`config.mk`:
```
export PLATFORM = sky130hd
export DESIGN_NAME = bankers_deadlock_avoidance
export DESIGN_NICKNAME = d
export VERILOG_FILES = /design/src/rtl/core/bda_pkg.sv /design/src/rtl/core/bankers_deadlock_avoidance.sv /design/src/rtl/core/bda_ram.sv
export SDC_FILE = /design/constraint.sdc
export NUM_CORES = 1
export LEC_CHECK = 0
export BUFFER_PORTS_ARGS = -buffer_cell sky130_fd_sc_hd__buf_2
export CAP_MARGIN = 25
export CORE_MARGIN = 4
export CORE_UTILIZATION = 50
export CTS_CLUSTER_SIZE = 25
export DETAILED_ROUTE_END_ITERATION = 10
export GPL_TIMING_DRIVEN = 0
export PLACE_DENSITY_LB_ADDON = 0.3
export REMOVE_ABC_BUFFERS = 1
export SLEW_MARGIN = 20
export SYNTH_ARGS = -nofsm -noshare
export SYNTH_HDL_FRONTEND = slang
export SYNTH_HIERARCHICAL = 1
export SYNTH_SLANG_ARGS = --single-unit
```
`constraint.sdc`:
```
create_clock -name clock -period 5.3 [get_ports clock]
set_input_delay 0 -clock clock [delete_from_list [all_inputs] [get_ports clock]]
set_output_delay 0 -clock clock [all_outputs]
set_load 0.01 [all_outputs]
```
`src/rtl/core/bda_pkg.sv`:
```
// package for the resource allocator: payload structs, status codes, reset totals
// no dependencies
package bda_pkg;
   localparam int CLASSES = 3;
   localparam int THREADS_DEFAULT = 8;
   localparam logic [7:0] TOTAL0_RESET = 8'd10;
   localparam logic [7:0] TOTAL1_RESET = 8'd8;
   localparam logic [7:0] TOTAL2_RESET = 8'd6;

   localparam logic [1:0] CSR_TOTAL0 = 2'd0;
   localparam logic [1:0] CSR_TOTAL1 = 2'd1;
   localparam logic [1:0] CSR_TOTAL2 = 2'd2;

   localparam logic OP_DECLARE = 1'b0;
   localparam logic OP_REQUEST = 1'b1;

   localparam logic [2:0] ST_GRANTED  = 3'd0;
   localparam logic [2:0] ST_OVERNEED = 3'd1;
   localparam logic [2:0] ST_NOAVAIL  = 3'd2;
   localparam logic [2:0] ST_UNSAFE   = 3'd3;
   localparam logic [2:0] ST_DECLARED = 3'd4;

   typedef struct packed {
      logic       operation;
      logic [2:0] thread;
      logic [7:0] amount_0;
      logic [7:0] amount_1;
      logic [7:0] amount_2;
   } req_type;

   typedef struct packed {
      logic [2:0] status;
      logic       thread_done;
      logic [7:0] avail_0;
      logic [7:0] avail_1;
      logic [7:0] avail_2;
   } rsp_type;

   function automatic logic [7:0] sat_add8(input logic [7:0] a, input logic [7:0] b);
      logic [8:0] s;
      s = {1'b0, a} + {1'b0, b};
      return s[8] ? 8'hff : s[7:0];
   endfunction
endpackage

```
`src/rtl/core/bankers_deadlock_avoidance.sv`:
```
// banker's-algorithm allocator: three resource classes, per-thread need and held tables
// depends on bda_pkg and bda_ram
//
// usage: pulse start with a req_ beat while busy is low. a declare sets the thread's
// need, returns what it holds and clears its finished mark. a request is checked per
// class (over-need, then not available), granted tentatively, and a safety scan
// decides whether to keep it; a thread whose need reaches zero finishes and releases.
// each item gives exactly one rsp_ beat, shown for one cycle with rsp_valid; the
// receiver cannot stall, so nothing waits on it.
// need and held rows (24 bits each) live in two rams with registered reads. after
// reset a clearing pass writes a zero row for every thread; busy is high meanwhile.
// a declare or rejected request goes through read, evaluate and response states; a
// request that reaches the scan reads and checks each thread row in turn, restarting
// the pass after each pick; one item at a time. csr_ writes load a total into its
// available counter; the user must write while idle; the block does not enforce it.
module bankers_deadlock_avoidance
   import bda_pkg::*;
#(
   parameter int THREADS = THREADS_DEFAULT
) (
   input  logic       clock,
   input  logic       reset,
   input  logic       start,
   output logic       busy,
   input  req_type    req_data,
   output logic       rsp_valid,
   output rsp_type    rsp_data,
   input  logic       csr_wr_en,
   input  logic [1:0] csr_index,
   input  logic [7:0] csr_wr_data
);
   localparam int TW = $clog2(THREADS);
   localparam int CW = $clog2(THREADS + 1);
   localparam int WW = 8 + CW;

   typedef enum logic [7:0] {
      S_CLEAR = 8'b00000001,
      S_IDLE  = 8'b00000010,
      S_READ  = 8'b00000100,
      S_EVAL  = 8'b00001000,
      S_SCAN  = 8'b00010000,
      S_SWAIT = 8'b00100000,
      S_DONE  = 8'b01000000,
      S_RESP  = 8'b10000000
   } state_type;

   state_type         state_ff, state_in;
   logic [TW-1:0]     addr_ff, addr_in;
   logic [CW-1:0]     cnt_ff, cnt_in;
   logic [7:0]        avail_ff [CLASSES];
   logic [7:0]        avail_in [CLASSES];
   logic [THREADS-1:0] fin_ff, fin_in, pass_ff, pass_in;
   logic [WW-1:0]     work_ff [CLASSES];
   logic [WW-1:0]     work_in [CLASSES];
   req_type           req_ff;
   logic [2:0]        status_ff, status_in;
   logic              done_ff, done_in;
   logic              rsp_valid_ff, rsp_valid_in;

   logic              wr_en;
   logic [TW-1:0]     wr_addr, rd_addr;
   logic [23:0]       need_wd, held_wd, need_rd, held_rd;

   bda_ram #(.WIDTH(24), .DEPTH(THREADS)) u_need (
      .clock(clock), .wr_en(wr_en), .wr_addr(wr_addr), .wr_data(need_wd),
      .rd_addr(rd_addr), .rd_data(need_rd));
   bda_ram #(.WIDTH(24), .DEPTH(THREADS)) u_held (
      .clock(clock), .wr_en(wr_en), .wr_addr(wr_addr), .wr_data(held_wd),
      .rd_addr(rd_addr), .rd_data(held_rd));

   logic [7:0] amt [CLASSES];
   logic [7:0] nd [CLASSES];
   logic [7:0] hd [CLASSES];
   logic       in_range;
   assign amt[0] = req_ff.amount_0;
   assign amt[1] = req_ff.amount_1;
   assign amt[2] = req_ff.amount_2;
   assign in_range = (32'(req_ff.thread) < THREADS);

   always_comb begin
      for (int c = 0; c < CLASSES; c++) begin
         nd[c] = need_rd[8*c +: 8];
         hd[c] = held_rd[8*c +: 8];
      end
   end

   logic [TW-1:0] req_t;
   assign req_t = TW'(req_ff.thread);

   always_comb begin
      logic fits, zero;
      logic [7:0] nn [CLASSES];
      logic [7:0] nh [CLASSES];
      state_in = state_ff;
      addr_in = addr_ff;
      cnt_in = cnt_ff;
      avail_in = avail_ff;
      fin_in = fin_ff;
      pass_in = pass_ff;
      work_in = work_ff;
      status_in = status_ff;
      done_in = done_ff;
      rsp_valid_in = 1'b0;
      wr_en = 1'b0;
      wr_addr = req_t;
      need_wd = '0;
      held_wd = '0;
      rd_addr = req_t;
      fits = 1'b1;
      zero = 1'b1;
      for (int c = 0; c < CLASSES; c++) begin
         nn[c] = '0;
         nh[c] = '0;
      end
      case (state_ff)
         S_CLEAR: begin
            wr_en = 1'b1;
            wr_addr = addr_ff;
            addr_in = addr_ff + 1'b1;
            if (addr_ff == TW'(THREADS - 1)) state_in = S_IDLE;
         end
         S_IDLE: begin
            if (start) state_in = S_READ;
         end
         S_READ: begin
            state_in = S_EVAL;
         end
         S_EVAL: begin
            done_in = 1'b0;
            if (!in_range) begin
               status_in = ST_NOAVAIL;
               state_in = S_RESP;
            end else if (req_ff.operation == OP_DECLARE) begin
               for (int c = 0; c < CLASSES; c++) avail_in[c] = sat_add8(avail_ff[c], hd[c]);
               wr_en = 1'b1;
               need_wd = {req_ff.amount_2, req_ff.amount_1, req_ff.amount_0};
               held_wd = '0;
               fin_in[req_t] = 1'b0;
               status_in = ST_DECLARED;
               state_in = S_RESP;
            end else begin
               status_in = ST_GRANTED;
               for (int c = CLASSES - 1; c >= 0; c--) begin
                  if (amt[c] > nd[c]) status_in = ST_OVERNEED;
                  else if (amt[c] > avail_ff[c]) status_in = ST_NOAVAIL;
               end
               if (status_in != ST_GRANTED) begin
                  state_in = S_RESP;
               end else begin
                  for (int c = 0; c < CLASSES; c++) begin
                     avail_in[c] = avail_ff[c] - amt[c];
                     nn[c] = nd[c] - amt[c];
                     nh[c] = hd[c] + amt[c];
                     work_in[c] = WW'(avail_in[c]);
                  end
                  wr_en = 1'b1;
                  need_wd = {nn[2], nn[1], nn[0]};
                  held_wd = {nh[2], nh[1], nh[0]};
                  pass_in = '0;
                  addr_in = '0;
                  cnt_in = '0;
                  state_in = S_SCAN;
               end
            end
         end
         S_SCAN: begin
            rd_addr = addr_ff;
            state_in = S_SWAIT;
         end
         S_SWAIT: begin
            // one thread per visit; restart pass after a pick
            for (int c = 0; c < CLASSES; c++)
               if (WW'(nd[c]) > work_ff[c]) fits = 1'b0;
            if (!pass_ff[addr_ff] && !fin_ff[addr_ff] && fits) begin
               for (int c = 0; c < CLASSES; c++) work_in[c] = work_ff[c] + WW'(hd[c]);
               pass_in[addr_ff] = 1'b1;
               addr_in = '0;
               cnt_in = cnt_ff + 1'b1;
               state_in = (cnt_ff == CW'(THREADS - 1)) ? S_DONE : S_SCAN;
            end else if (addr_ff == TW'(THREADS - 1)) begin
               state_in = S_DONE;
            end else begin
               addr_in = addr_ff + 1'b1;
               state_in = S_SCAN;
            end
         end
         S_DONE: begin
            // need_rd/held_rd still hold a reread of the requesting row
            if (((pass_ff | fin_ff) & ~pass_ff & ~fin_ff) != '0 || ((~pass_ff & ~fin_ff) != '0))
            begin
               for (int c = 0; c < CLASSES; c++) begin
                  avail_in[c] = avail_ff[c] + amt[c];
                  nn[c] = nd[c] + amt[c];
                  nh[c] = hd[c] - amt[c];
               end
               wr_en = 1'b1;
               need_wd = {nn[2], nn[1], nn[0]};
               held_wd = {nh[2], nh[1], nh[0]};
               status_in = ST_UNSAFE;
            end else begin
               for (int c = 0; c < CLASSES; c++) if (nd[c] != 8'd0) zero = 1'b0;
               if (zero) begin
                  for (int c = 0; c < CLASSES; c++) avail_in[c] = sat_add8(avail_ff[c], hd[c]);
                  wr_en = 1'b1;
                  need_wd = need_rd;
                  held_wd = '0;
                  fin_in[req_t] = 1'b1;
                  done_in = 1'b1;
               end
               status_in = ST_GRANTED;
            end
            state_in = S_RESP;
         end
         S_RESP: begin
            rsp_valid_in = 1'b1;
            state_in = S_IDLE;
         end
         default: state_in = S_IDLE;
      endcase
      if (state_in == S_DONE) rd_addr = req_t;
   end

   always_ff @(posedge clock) begin
      if (reset) begin
         state_ff <= S_CLEAR;
         addr_ff <= '0;
         cnt_ff <= '0;
         fin_ff <= '0;
         pass_ff <= '0;
         rsp_valid_ff <= 1'b0;
         avail_ff[0] <= TOTAL0_RESET;
         avail_ff[1] <= TOTAL1_RESET;
         avail_ff[2] <= TOTAL2_RESET;
      end else begin
         state_ff <= state_in;
         addr_ff <= addr_in;
         cnt_ff <= cnt_in;
         fin_ff <= fin_in;
         pass_ff <= pass_in;
         rsp_valid_ff <= rsp_valid_in;
         avail_ff <= avail_in;
         if (csr_wr_en) begin
            case (csr_index)
               CSR_TOTAL0: avail_ff[0] <= csr_wr_data;
               CSR_TOTAL1: avail_ff[1] <= csr_wr_data;
               CSR_TOTAL2: avail_ff[2] <= csr_wr_data;
               default: ;
            endcase
         end
      end
   end

   always_ff @(posedge clock) begin
      work_ff <= work_in;
      status_ff <= status_in;
      done_ff <= done_in;
      if (state_ff == S_IDLE && start) req_ff <= req_data;
   end

   assign busy = (state_ff != S_IDLE);
   assign rsp_valid = rsp_valid_ff;
   assign rsp_data = '{status: status_ff, thread_done: done_ff,
                       avail_0: avail_ff[0], avail_1: avail_ff[1], avail_2: avail_ff[2]};

   a_rsp_after_resp: assert property (@(posedge clock) disable iff (reset)
      rsp_valid_in |-> state_ff == S_RESP) else $error("rsp without resp state");
   a_done_granted: assert property (@(posedge clock) disable iff (reset)
      rsp_valid && rsp_data.thread_done |-> rsp_data.status == ST_GRANTED)
      else $error("thread_done on non-grant");
   a_start_idle: assert property (@(posedge clock) disable iff (reset)
      start && !busy |=> state_ff == S_READ) else $error("start not taken");
endmodule

```
`src/rtl/core/bda_ram.sv`:
```
// generic single-port-write, single-port-read ram with registered read data
// no dependencies
module bda_ram #(
   parameter int WIDTH = 8,
   parameter int DEPTH = 8
) (
   input  logic                     clock,
   input  logic                     wr_en,
   input  logic [$clog2(DEPTH)-1:0] wr_addr,
   input  logic [WIDTH-1:0]         wr_data,
   input  logic [$clog2(DEPTH)-1:0] rd_addr,
   output logic [WIDTH-1:0]         rd_data
);
   logic [WIDTH-1:0] mem [DEPTH];
   always_ff @(posedge clock) begin
      if (wr_en) mem[wr_addr] <= wr_data;
      rd_data <= mem[rd_addr];
   end
endmodule

```
==> impl_metrics.yaml <==
synth:
  synth_cells: 2295
  synth_cell_types: 79
  ys.flop_type: "edfxtp_1"
  syn_area_per_cell_um2: 12.8
  netlist.area_leader.share: 0.463
  synth_seq_cells: 556
  synthArstFlopShare: 0
  netlist_area_um2: 29300
  synth_top_area_cell: "edfxtp_1"
  yosysSeqAreaShare: 0.534
  yosysMostFrequentCell: "edfxtp_1"
  yosysWarningCount: 6
  synth-edff-count: 452
  synth_common_cells: "edfxtp_1 (452), ha_1 (207), nor2_1 (160)"
  synthTopCellsByArea: "edfxtp_1 (46%), ha_1 (8.8%), mux4_2 (7.5%)"
setup_path:
  start_kind: "flip-flop"
  cpMaxStageDelayCell: "edfxtp_1"
  r2r_end: "u_need/mem[4][1]$_DFFE_PP_"
  critPathKind: "reg -> reg"
  cp_max_fo: 9
  ff2ff_setup_slack_ps: 190
  end_kind: "flip-flop"
  critPathRequiredTime_ps: 5620
  cp.arrival_ps: 5430
  cp_cell_sequence: "inv_1 > fa_1 > a21o_1 > nand4_1 > a21o_1 > a211oi_2 > nand3_1 > nand2_1 > nand2_1 > nand3_1 > nand2_1 > nor3_2 > buf_4 > buf_4"
  worst_path_most_repeated_cell: "nand2_1"
  timing.rr.start: "amt[9]$_DFFE_PP_"
  reg2reg_depth: 14
  max_stage_delay_ps: 640
placement:
  dp_cells: 3082
  globalplace.congestion: 0.941
  dpl-instance-area_um2: 31000
  io_buffers: 71
  dp_hpwl_mm: 55.6
  place_ws_ps: 177
clocking:
  post-cts-setup-buffer-count: 0
  cts_buffers: 58
  clk_pin_slew_ps: 60
  clkLatencyLatePin_ps: 640
  htree_levels: 2
  cts_tree: "done"
  cts-root-buf: "clkbuf_16"
  cts_max_path_buffers: 3
  clock-sinks: 556
global_routing:
  grt.total_usage: 0.248
  grt_max_degree: 58
  grt_pass1_vias: 19800
  grt_most_used_layer: "met2"
  grtUsageMet3: 0.0392
  use_met1: 0.351
  grt.overflow.total: 0
  grt_pass1_wl_mm: 120
  antenna_found_initial: 2
  grt_use_met2: 0.394
sta:
  setup_viol: 0
  max_slew.worst_pin.slew_ps: 1080
  finalClockSkew_ps: 35.7
  fin_tns_setup_ps: 0
  slew_violations: 0
  min_period_over_period: 0.964
  fmax_ghz: 0.196
  fin_crit_ps: 5110
  rsz0062_at_grt: "false"
  hold_viol: 0
  max_slew_margin: 0.270
  setup_ws_ps: 190
  whs_ps: 70.0
min_path:
  hold_path.class: "in -> reg"
  hold_depth: 2
  hp-start: "req_data[11]"
  holdPathEnd: "amt[11]$_DFFE_PP_"
routing:
  vias: 20100
  wl_per_cell_um: 24.4
  first_pass_iters: 6
  drc: 0
  vias_per_cell: 6.20
  wl_mm: 79.1
  first_iter_violations: 1900
  antenna_left: 0
final_layout:
  fill_cells: 4586
  syn_to_final_growth_pct: 14.3
  diodes: 0
  design_area_um2: 33500
  fin_cells: 3237
  num-nets-final: 2695
  drive_gt1_frac: 0.163
  fin_util: 0.579
power:
  p_leak_nw: 12.6
  power_density_nw_per_um2: 418
  power.total_mw: 14.0
  irDropWorstVdd_v: 0.000395
run_status:
  outcome: "complete, no violations"
floorplan:
  die_w_um: 250
  die_h_um: 250
  floorplan.initialDensity: 0.506
  die_area_um2: 62600
  fp-row-count: 88
  boundaryPins: 72
  design.core.area_um2: 57900
job:
  maxCapViolCount: 0
[registers in the layout (all words and copies together) (netlist names), named ones only]
register / count
u_held/mem: 192
req_t: 3
req_ff: 1
pass_ff: 8
work_ff: 36
rsp_data: 24
state_ff: 8
cnt_ff: 4
amt: 24
addr_ff: 3
rsp_valid: 1
u_held/rd_data: 24
u_need/rd_data: 24
status_ff: 3
u_need/mem: 192
done_ff: 1
[kinds of logic after synthesis]
group	Yosys count	share of synthesized area
multiplexers	166	0.104
buffers and inverters	217	0.0315
XOR/XNOR	85	0.0254
AO/OA/AOI/OAI	580	0.126
AND/OR/NAND/NOR	460	0.0743
flip-flops	556	0.534
adder cells (fa/ha/maj)	231	0.105
[cell type report]
cell class	count	area, µm²	area share
flip-flops and latches	556	15700	0.467
well taps	765	957	0.0286
inverters	129	485	0.0145
repair buffers	155	1470	0.0440
clock buffers	72	1550	0.0464
clock inverters	38	479	0.0143
multi-input cells	1522	12900	0.385
[critical path, delay by kind of cell (launching register included)]
kind	cells	cell delay, ps
buf+inv	3	870
compound gates	3	990
simple gates	7	1990
flops	1	640
fa+ha+maj	1	300
[power by group]
| group | leakage, nW | switching, mW | total, mW | internal (mW) |
|---|---|---|---|---|
| clock network | 0.976 | 1.76 | 4.25 | 2.50 |
| logic | 6.65 | 2.11 | 3.56 | 1.45 |
| registers | 4.96 | 0.448 | 6.20 | 5.76 |
| total | 12.6 | 4.31 | 14.0 | 9.71 |
[cell usage in the layout (no fill, tap or decap), types with 16 or more instances in the layout]
master         Yosys  layout
dfxtp_1          104     104
a21oi_1          158     158
nand2_1          114     113
mux4_2            97      97
buf_2             15      73
mux2_4            27      28
a31oi_1           18      18
nor3_1            43      39
nor2b_1           26      26
xor2_1            42      42
edfxtp_1         452     452
o211ai_1          17      17
dlygate4sd3_1      0      42
inv_1            128     127
mux2_2            29      26
o21bai_1          28      28
nand3_1           21      21
o21a_1            16      16
o21ai_0          154     152
xnor2_1           43      43
clkbuf_16          0      58
nor2_1           160     145
a21o_1            42      42
a221oi_1          21      21
a211oi_1          19      19
nand2b_1          20      20
ha_1             207     207
fa_1              24      24
[worst max path at each step]
stage                                      start                           to  slack (ps)  cells past startpoint
final                           amt[9]$_DFFE_PP_   u_need/mem[4][1]$_DFFE_PP_         190                     14
after global routing            amt[9]$_DFFE_PP_  u_need/mem[4][21]$_DFFE_PP_          20                     14
after CTS                      amt[17]$_DFFE_PP_  u_held/mem[4][16]$_DFFE_PP_         130                     14
after floorplan                 amt[9]$_DFFE_PP_   u_need/mem[0][0]$_DFFE_PP_         690                     12
after global placement    state_ff[1]$_SDFF_PP0_  u_need/mem[2][16]$_DFFE_PP_       -2790                      5
after detailed placement       amt[17]$_DFFE_PP_   u_held/mem[4][0]$_DFFE_PP_         180                     14
[per-layer routing]
metal | up-vias | part of all wire
met5 | - | 0
met4 | 0 | 0.037
met3 | 179 | 0.080
met2 | 839 | 0.46
met1 | 10000 | 0.42
li1 | 9019 | -
[repair_timing]
| action | CTS | global route |
|---|---|---|
| resized for setup | 0 | 2 |
| setup endpoints to repair | 0 | 26 |
| hold buffers | 42 | 0 |
| hold endpoints to repair | 66 | 0 |
Note: power is estimated with default switching activity, not from simulation.
